===== src/rtl/core/mnta_div.sv =====
`timescale 1ns / 1ps

// Restoring divider, one quotient bit per cycle.
module mnta_div (
	input  logic        clk,
	input  logic        arst_n,
	input  logic        start,
	input  logic [63:0] dividend,
	input  logic [35:0] divisor,
	output logic        done,
	output logic [63:0] quot
);

	logic [35:0] rem_q;
	logic [63:0] quo_q;
	logic [35:0] dsr_q;
	logic [6:0]  cnt_q;
	logic        done_q;
	logic [36:0] rem_sh;
	logic [36:0] rem_sub;
	logic        fits;

	assign rem_sh  = {rem_q, quo_q[63]};
	assign rem_sub = rem_sh - {1'b0, dsr_q};
	assign fits    = (rem_sh >= {1'b0, dsr_q});

	// Count the steps and flag the last one.
	always_ff @(posedge clk or negedge arst_n) begin
		if (!arst_n) begin
			cnt_q  <= '0;
			done_q <= 1'b0;
		end else begin
			done_q <= 1'b0;
			if (start) begin
				cnt_q <= 7'd64;
			end else if (cnt_q != 7'd0) begin
				cnt_q <= cnt_q - 7'd1;
				if (cnt_q == 7'd1) begin
					done_q <= 1'b1;
				end
			end
		end
	end

	// Shift in one dividend bit, subtract when the divisor fits.
	always_ff @(posedge clk) begin
		if (start) begin
			rem_q <= '0;
			quo_q <= dividend;
			dsr_q <= divisor;
		end else if (cnt_q != 7'd0) begin
			rem_q <= fits ? rem_sub[35:0] : rem_sh[35:0];
			quo_q <= {quo_q[62:0], fits};
		end
	end

	assign done = done_q;
	assign quot = quo_q;

endmodule


===== config.mk =====
export PLATFORM = sky130hd
export DESIGN_NAME = mnta_div
export DESIGN_NICKNAME = d
export VERILOG_FILES = /design/src/rtl/core/mnta_div.sv
export SDC_FILE = /design/constraint.sdc
export NUM_CORES = 1
export LEC_CHECK = 0
export BUFFER_PORTS_ARGS = -buffer_cell sky130_fd_sc_hd__buf_4
export CORE_MARGIN = 2
export CORE_UTILIZATION = 55
export DETAILED_ROUTE_END_ITERATION = 12
export PLACE_DENSITY = 0.83
export REMOVE_ABC_BUFFERS = 1
export SYNTH_ARGS = -nofsm -noshare
export SYNTH_HDL_FRONTEND = slang
export SYNTH_SLANG_ARGS = --single-unit

===== constraint.sdc =====
create_clock -name clk -period 5.8 [get_ports clk]
set_input_delay 0.58 -clock clk [delete_from_list [all_inputs] [get_ports clk]]
set_output_delay 0.58 -clock clk [all_outputs]
set_load 0.05 [all_outputs]

==> impl_metrics.tcl, run 1 <==
set metrics [dict create \
    setup.worst_path.start_class "flop" \
    clock_path_buffers 2 \
    p_leak_nw 4.298 \
    row_count 44 \
    drt_iter0_markers 422 \
    yosys_warnings 0 \
    layout_commonest_cell "buf_4" \
    overflow 0 \
    vdd_drop_max_v 0.0003636 \
    switchingPower_mw 1.951 \
    antenna_found_initial 0 \
    start_util_pct 55.74 \
    num_vias 6347 \
    cp_max_fo 25 \
    wire_per_inst_um 17.89 \
    cts_sinks 144 \
    grt_pass1_vias 6383 \
    numCtsBuffers 17 \
    hp-start "divisor[14]" \
    r2r_start "dsr_q[28]" \
    clock_latency_ps 440 \
    r2r_end "quot[0]" \
    cts_root_buffer "clkbuf_16" \
    reg2regPathDepth 8 \
    postSynthCellCount 739 \
    dp_hpwl_um 13540 \
    cpPeakStageDelay_ps 640 \
    path_cells "inv_1, ha_1, a21oi_1, nand2_1, or3_1, o21ai_1, nand2_1, mux2_2" \
    fmax_mhz 283.4 \
    first_pass_iters 5 \
    syn_area_um2 8040 \
    tightest_slew_ps 954.4 \
    finalSetupViolations 0 \
    design_area_um2 10050 \
    portBuffers 167 \
    final_nets 1036 \
    end_kind "flop" \
    viasPerCell 5.818 \
    area_growth_syn_to_layout_pct 24.99 \
    post_cts_buffers 0 \
    grt_pass1_wl_um 31730 \
    fin_worst_skew_ps 13.77 \
    hp-class "in2reg" \
    utilization_pct 69.67 \
    cts-resized-gates 0 \
    ctsHoldBuffers 1 \
    fin_tns_setup_ps 0 \
    r2r_slack_ps 2270 \
    finalCritPeriodShare_pct 60.84 \
    io_pins 168 \
    drc 0 \
    clkSlewWorstSetupHoldPaths_ps 70 \
    die_w_um 124.9 \
    cts_tree "built" \
    placed_area_um2 9398 \
    syn_avg_cell_area_um2 10.88 \
    swShare_pct 40.33 \
    slew_headroom_pct 36.22 \
    seq_area_frac_synth_pct 48.80 \
    ys_ff_latch 144 \
    gp_congestion 0.8812 \
    postRouteAntennaNets 0 \
    path_class "reg2reg" \
    p_seq_share_pct 31.4 \
    fillers 1098 \
    worstHoldEndpoint "dsr_q[14]" \
    finalHoldViolCount 0 \
    die_area_um2 15600 \
    powerDensity_nw_per_um2 481.4 \
    cap_violations 0 \
    synth-main-ff-cell "edfxtp_1" \
    synth_edf_count 100 \
    combPwrFrac_pct 43.6 \
    crit_required_ps 5980 \
    die_h_um 124.9 \
    pwr-share-clk_pct 25.0 \
    drive_above_1_share_pct 32.75 \
    htreeDepth 4 \
    rsz0062_at_grt "false" \
    status "complete, no violations" \
    slowest_stage "nand2_1" \
    n_antenna_cell 0 \
    grt_start_max_net_pins 73 \
    async_reset_ff_share_pct 5.556 \
    internal_power_mw 2.887 \
    drv_slew 0 \
    ys_types 69 \
    whs_path_depth 1 \
    layout_common_cells "buf_4, edfxtp_1, mux2_2, nor2_1, nand2_1" \
    finalCriticalPeriod_ps 3529 \
    critical_path_arrival_ps 3710 \
    grt_usage_pct 25.41 \
    core_um2 14420 \
    wl_um 19520 \
    crit_top_cell "nand2_1" \
]
[logic make-up after synthesis]
kind of cell,share of synthesized area (%)
and+or+nand+nor,11.47
DFF,48.80
muxes,9.213
xor gates and xnor gates,3.377
buffers and inverters,4.248
AOI/OAI and AO/OA,16.73
adders and majority gates,6.163
[per-layer routing]
layer  global-route usage (%)  vias to the layer above  share of wire (%)
met5                        0                        -                  0
met2                    42.46                      220                 49
met1                    31.09                     3055                 41
met4                    6.993                        0                1.6
li1                         -                     3040                  -
met3                    9.622                       32                8.2
[cell usage after synthesis, types with 5 or more instances]
| master | number | area share (%) |
|---|---|---|
| a211oi_1 | 12 | 1.1 |
| a21o_1 | 12 | 1.1 |
| a21oi_1 | 47 | 2.9 |
| a311oi_2 | 10 | 1.9 |
| a31oi_1 | 9 | 0.70 |
| and2_1 | 7 | 0.54 |
| and3_1 | 8 | 0.62 |
| buf_2 | 6 | 0.37 |
| clkbuf_1 | 22 | 1.0 |
| dfrtp_1 | 8 | 2.5 |
| dfxtp_1 | 36 | 9.0 |
| edfxtp_1 | 100 | 37 |
| ha_1 | 38 | 5.9 |
| inv_1 | 47 | 2.2 |
| mux2_2 | 64 | 9.0 |
| nand2_1 | 60 | 2.8 |
| nand3_1 | 9 | 0.56 |
| nand4_1 | 9 | 0.70 |
| nor2_1 | 62 | 2.9 |
| nor3_1 | 13 | 0.81 |
| o211ai_1 | 5 | 0.47 |
| o21ai_0 | 25 | 1.6 |
| o21bai_1 | 6 | 0.56 |
| o22ai_1 | 5 | 0.39 |
| o31a_1 | 5 | 0.54 |
| or3_1 | 5 | 0.39 |
| xnor2_1 | 20 | 2.2 |
| xor2_1 | 11 | 1.2 |
[metrics by stage]
| step | hold slack [ps] | cells | setup WS, ps | power, mW |
|---|---|---|---|---|
| detailed placement | 404.6 | 1058 | 2273 | 3.610 |
| global placement | 404.1 | 1058 | 2460 | 3.565 |
| CTS | 304.6 | 1091 | 2284 | 4.835 |
| global route | 300.8 | 1091 | 1974 | 5.105 |
| floorplan | 284.4 | 703 | 2078 | 3.050 |
| finish | 318.2 | 1091 | 2271 | 4.838 |
[critical path: cells and delay by family (launching register included)]
kind | cells | cell delay [ps]
mux | 1 | 540
flops | 1 | 320
buf+inv | 1 | 40
fa+ha+maj | 1 | 350
compound gates | 2 | 850
simple gates | 3 | 1190
[how the worst max path moves through the flow]
stage	startpoint	to	depth (start not counted)
2_1_floorplan	cnt_q[4]	quot[0]	4
3_3_place_gp	dsr_q[28]	quot[0]	8
3_5_place_dp	dsr_q[28]	quot[0]	9
4_1_cts	dsr_q[28]	quot[0]	8
5_1_grt	dsr_q[28]	quot[0]	8
6_report	dsr_q[28]	quot[0]	8
[sequential cells by signal, indices dropped and copies added, names as in the netlist]
name   cells
quot      64
done       1
cnt_q      7
dsr_q     36
rem_q     36
[cell type report]
type	count	area, µm²	share of cell area (%)
inverters	47	176.4	1.755
multi-input cells	512	3780	37.61
flip-flops and latches	144	3924	39.04
clock inverters	13	198.9	1.980
repair buffers	172	1297	12.91
clock buffers	19	442.9	4.407
well taps	184	230.2	2.291
[power groups by stage]
stage	registers (mW)	clock network [mW]	logic [mW]
global route	1.54	1.27	2.29
finish	1.52	1.21	2.11
floorplan	1.83	0	1.22
detailed placement	1.53	0	2.08
CTS	1.52	1.22	2.10
global placement	1.52	0	2.04
(Power assumes the default switching activity.)
==> run 2, diff against run 1 <==
==> constraint.sdc (replaced) <==
create_clock -name clk -period 3.32 [get_ports clk]
set_input_delay 0.332 -clock clk [delete_from_list [all_inputs] [get_ports clk]]
set_output_delay 0.332 -clock clk [all_outputs]
set_load 0.05 [all_outputs]
==> run 2 against run 1 <==
Hold slack lost 240 ps. First-iteration DRC count grew 9.2%. Wire length up 0.49%. Combinational power increased by 81%. Via count is 0.27% higher. Critical path depth increased by 4. Sequential power up 74%. Die area is the same. Register-to-register slack worse by 2100 ps. Core utilization grew 0.55 points. Fmax increased by 11%. Global-route usage shrank 0.50 points.
==> impl_metrics.tcl, run 2 (synthesis results as in run 1) <==
set metrics [dict create \
    status "complete, no violations" \
    cpPeakStageDelay_ps 470 \
    total_power_mw 8.470 \
    clock_latency_ps 430 \
    clkSlewWorstSetupHoldPaths_ps 60 \
    crit_required_ps 3670 \
    overflow 0 \
    powerDensity_nw_per_um2 836.3 \
    utilization_pct 70.22 \
    grt_pass1_vias 6239 \
    finalSetupViolations 0 \
    die_area_um2 15600 \
    cap_violations 0 \
    path_cells "inv_1, ha_1, fa_1, nor2b_1, o211ai_1, a211oi_2, a21o_2, o21bai_4, a211oi_4, nor3_2, or4_1, o211ai_1" \
    path_class "reg2reg" \
    wire_per_inst_um 17.82 \
    antenna_found_initial 0 \
    clock_path_buffers 2 \
    numCtsBuffers 17 \
    grt_usage_pct 24.91 \
    core_um2 14420 \
    p_leak_nw 4.347 \
    drc 0 \
    layout_commonest_cell "buf_4" \
    layout_common_cells "buf_4, edfxtp_1, mux2_2, nor2_1, nand2_1" \
    fin_tns_setup_ps 0 \
    dp_hpwl_um 13960 \
    hp-class "in2reg" \
    postRouteAntennaNets 0 \
    die_h_um 124.9 \
    first_pass_iters 6 \
    setup.worst_path.start_class "flop" \
    fin_worst_skew_ps 8.803 \
    tightest_slew_ps 808.3 \
    dpl.cell_count 1068 \
    largest_reg_flops 64 \
    finalCriticalPeriod_ps 3166 \
    htreeDepth 4 \
    cp_max_fo 4 \
    grt_pass1_wl_um 30790 \
    drt_iter0_markers 461 \
    io_pins 168 \
    crit_top_cell "o211ai_1" \
    fmax_mhz 315.8 \
    end_kind "flop" \
    n_antenna_cell 0 \
    die_w_um 124.9 \
    wl_um 19620 \
    stdcell_count 1101 \
    post_cts_buffers 0 \
    area_growth_syn_to_layout_pct 25.97 \
    num_vias 6364 \
    finalHoldViolCount 0 \
    start_util_pct 55.74 \
    gp_congestion 0.9445 \
    viasPerCell 5.780 \
    finalCritPeriodShare_pct 95.37 \
    slew_headroom_pct 46.11 \
    final_nets 1046 \
    cts_tree "built" \
    critical_path_arrival_ps 3520 \
    drive_above_1_share_pct 33.37 \
    row_count 44 \
    grt_start_max_net_pins 90 \
    portBuffers 167 \
    drv_slew 0 \
    cts_sinks 144 \
    vdd_drop_max_v 0.0005433 \
    cts_root_buffer "clkbuf_16" \
    slowest_stage "or4_1" \
]
==> run 2: changes by cell type in the layout (fill, tap and decap cells not counted), sizes merged <==
cell / delta
clkinvlp: -2
clkinv: +7
buf: +10
inv: -5
==> run 2: critical path: cells and delay by family (launching register included) <==
| family | cells | cell delay (ps) |
|---|---|---|
| buffers and inverters | 1 | 50 |
| AO/OA/AOI/OAI | 6 | 1310 |
| AND/OR/NAND/NOR | 3 | 730 |
| adder cells (fa/ha/maj) | 2 | 630 |
| flip-flops | 1 | 360 |
==> run 2: where the power goes <==
| group | total [mW] | switching (mW) | internal [mW] |
|---|---|---|---|
| registers | 2.65 | 0.268 | 2.38 |
| clock network | 2.02 | 0.757 | 1.26 |
| logic | 3.81 | 2.36 | 1.44 |
| total | 8.47 | 3.39 | 5.08 |
==> run 2: through the flow <==
step / worst slack, ps / instance area [µm²] / hold WS (ps)
floorplan: -402.3 / 7875 / 36.41
global placement: 328.7 / 9485 / 156.9
detailed placement: 276.8 / 9485 / 156.8
CTS: 252.7 / 10120 / 62.58
global route: -5.564 / 10130 / 62.14
finish: 153.7 / 10130 / 76.22
==> run 2: routing by layer <==
| metal | wire length (µm) | vias to the layer above | track usage, % | part of all wire, % |
|---|---|---|---|---|
| met3 | 1837 | 42 | 10.01 | 9.4 |
| li1 | - | 3059 | - | - |
| met5 | 0 | - | 0 | 0 |
| met2 | 9560 | 259 | 41.08 | 49 |
| met1 | 7742 | 3004 | 29.84 | 39 |
| met4 | 477 | 0 | 8.562 | 2.4 |
==> run 2: final cells by class <==
| type | instances | area (µm²) |
|---|---|---|
| Tap cell | 184 | 230.2 |
| Multi-Input combinational cell | 512 | 3792 |
| Fill cell | 1038 | 4295 |
| Timing Repair Buffer | 182 | 1385 |
| Inverter | 47 | 176.4 |
| Clock inverter | 13 | 187.7 |
| Clock buffer | 19 | 432.9 |
| Sequential cell | 144 | 3924 |
==> run 2: path summary, 6_finish.rpt <==
| kind | start | endpoint | slack (ps) | depth (start not counted) |
|---|---|---|---|---|
| setup / recovery | quot[63] | rem_q[34] | 150 | 12 |
| hold / removal | divisor[3] | dsr_q[3] | 80 | 1 |
| setup reg to reg | quot[63] | rem_q[34] | 150 | 12 |
| hold reg to reg | rem_q[1] | rem_q[1] | 490 | 2 |
| max in group asynchronous | arst_n | cnt_q[0] | 2920 | 2 |
| min in group asynchronous | arst_n | done | 260 | 2 |
==> run 2: what timing repair did <==
item	in CTS	in global routing
endpoints found under the hold margin	8	0
hold buffers	1	0
resized for setup	0	1
setup endpoints to repair	0	1
==> run 3, diff against run 2 <==
--- a/config.mk
+++ b/config.mk
@@ -5,11 +5,12 @@
 export SDC_FILE = /design/constraint.sdc
 export NUM_CORES = 1
 export LEC_CHECK = 0
+export ABC_AREA = 1
 export BUFFER_PORTS_ARGS = -buffer_cell sky130_fd_sc_hd__buf_4
 export CORE_MARGIN = 2
 export CORE_UTILIZATION = 55
 export DETAILED_ROUTE_END_ITERATION = 12
-export PLACE_DENSITY = 0.83
+export PLACE_DENSITY = 0.82
 export REMOVE_ABC_BUFFERS = 1
 export SYNTH_ARGS = -nofsm -noshare
 export SYNTH_HDL_FRONTEND = slang
==> run 3 against run 2 <==
Core utilization fell by 1.5 points. Sequential cell count did not move. Cell count rose by 45%. Global-route usage rose by 2.4 points. Setup slack improved by 650 ps. Register-to-register slack improved by 650 ps. Synthesized area rose by 10%. Clock skew rose by 1.1 ps. Largest power group unchanged.
==> impl_metrics.tcl, run 3 <==
set metrics [dict create \
    dp_hpwl_um 16460 \
    largest_reg_flops 64 \
    grt_usage_pct 27.36 \
    cap_violations 0 \
    drt_iter0_markers 664 \
    overflow 0 \
    grt_pass1_wl_um 36460 \
    yosys_warnings 0 \
    htreeDepth 4 \
    pwr-share-clk_pct 24.2 \
    p_seq_share_pct 31.1 \
    holdWs_ps 69.83 \
    layout_commonest_cell "nand2_1" \
    ys_ff_latch 144 \
    swShare_pct 42.64 \
    setup.worst_path.start_class "flop" \
    numCtsBuffers 17 \
    die_w_um 130.9 \
    combPwrFrac_pct 44.7 \
    viasPerCell 5.067 \
    synthTopCellsByCount "nand2_1, inv_1, nand3_1, edfxtp_1, nor2_1" \
    async_reset_ff_share_pct 5.556 \
    switchingPower_mw 3.528 \
    fin_tns_setup_ps 0 \
    tightest_slew_ps 1095 \
    portBuffers 167 \
    regArea_um2 3924 \
    io_pins 168 \
    antenna_found_initial 0 \
    postSynthCellCount 1207 \
    design_area_um2 10870 \
    wl_um 22610 \
    fin_worst_skew_ps 9.871 \
    core_um2 15830 \
    cp_max_fo 84 \
    post_cts_buffers 0 \
    cts_tree "built" \
    crit_required_ps 3350 \
    die_h_um 130.9 \
    area_growth_syn_to_layout_pct 22.68 \
    utilization_pct 68.67 \
    post-place-ws_ps 853.5 \
    multi_input_area_um2 4025 \
    finalHoldViolCount 0 \
    internal_power_mw 4.745 \
    total_power_mw 8.273 \
    grt_pass1_vias 7756 \
    p_leak_nw 5.710 \
    stdcell_count 1598 \
    fmax_mhz 397.4 \
    slew_headroom_pct 27.00 \
    wire_per_inst_um 14.15 \
    drc 0 \
    postRouteAntennaNets 0 \
    drv_slew 0 \
    synth-main-ff-cell "edfxtp_1" \
    drive_above_1_share_pct 17.58 \
    layout_common_cells "nand2_1, inv_1, buf_4, nand3_1, edfxtp_1" \
    powerDensity_nw_per_um2 761.2 \
    syn_area_um2 8860 \
    vdd_drop_max_v 0.0004832 \
    ys_types 37 \
    setup_ws_ps 803.6 \
    fillers 1354 \
    gp_congestion 0.9757 \
    synth_edf_count 100 \
    clkSlewWorstSetupHoldPaths_ps 70 \
    num_vias 8097 \
    first_pass_iters 5 \
    synth.top_cell.area_share_pct 33.89 \
    seq_area_frac_synth_pct 44.29 \
    critical_path_arrival_ps 2550 \
    rsz0062_at_grt "false" \
    finalSetupViolations 0 \
    finalCriticalPeriod_ps 2516 \
    final_nets 1511 \
    die_area_um2 17140 \
    clock_path_buffers 2 \
    clock_latency_ps 430 \
    synth.most_common_cell "nand2_1" \
    cts_sinks 144 \
    cts_root_buffer "clkbuf_16" \
    path_class "reg2reg" \
    start_util_pct 55.98 \
    finalCritPeriodShare_pct 75.80 \
    dpl.cell_count 1565 \
    synthTopCellsByArea "edfxtp_1, nand2_1, dfxtp_1, inv_1, nand3_1" \
    hp-class "in2reg" \
    synth_top_area_cell "edfxtp_1" \
    row_count 46 \
    end_kind "flop" \
    grt_start_max_net_pins 85 \
    n_antenna_cell 0 \
    placed_area_um2 10250 \
    status "complete, no violations" \
    syn_avg_cell_area_um2 7.340 \
]
## run 3: path summary, 6_finish.rpt
| kind | startpoint | to | slack [ps] | cells past startpoint |
|---|---|---|---|---|
| worst max-delay path | cnt_q[0] | quot[31] | 800 | 8 |
| worst min-delay path | divisor[12] | dsr_q[12] | 70 | 1 |
| worst max register to register | cnt_q[0] | quot[31] | 800 | 8 |
| worst min register to register | rem_q[26] | rem_q[26] | 470 | 2 |
| max in group asynchronous | arst_n | cnt_q[2] | 2920 | 2 |
| min in group asynchronous | arst_n | cnt_q[5] | 260 | 2 |
## run 3: power groups by stage
stage	Clock, mW	Combinational, mW	Sequential (mW)
after detailed placement	0	3.65	2.59
after global routing	2.09	4.12	2.62
final	2.00	3.70	2.57
after CTS	2.01	3.69	2.57
after floorplan	0	2.18	3.10
after global placement	0	3.59	2.59
## run 3: logic make-up after synthesis
group / count (synthesis) / synth area share [%]
compound gates: 57 / 3.432
xor+xnor: 20 / 1.977
fa+ha+maj: 39 / 5.592
buf+inv: 227 / 10.28
flops: 144 / 44.29
simple gates: 720 / 34.43
## run 3: cell type report
cell class	instances	share of cell area [%]
clock buffers	18	4.041
clock inverters	14	1.554
inverters	197	6.815
multi-input cells	836	37.03
flip-flops and latches	144	36.10
well taps	216	2.486
repair buffers	173	11.97
## run 3: worst max-delay path, stage by stage, from the launching register on
cell	delay, ps
dfrtp_1	420
inv_1	90
ha_1	180
nand2_1	140
nor2_4	190
inv_2	70
nor2_4	420
clkinv_2	90
buf_4	400
## run 3: what timing repair did
item,4_1_cts,5_1_grt
hold buffers,1,0
hold endpoints to repair,8,0
gates resized for setup,0,0
## run 3: metal layers
| layer | routed length [µm] | global-route usage (%) |
|---|---|---|
| met1 | 9586 | 34.44 |
| met2 | 10850 | 45.99 |
| met3 | 1744 | 7.533 |
| met4 | 423 | 8.761 |
| met5 | 0 | 0 |
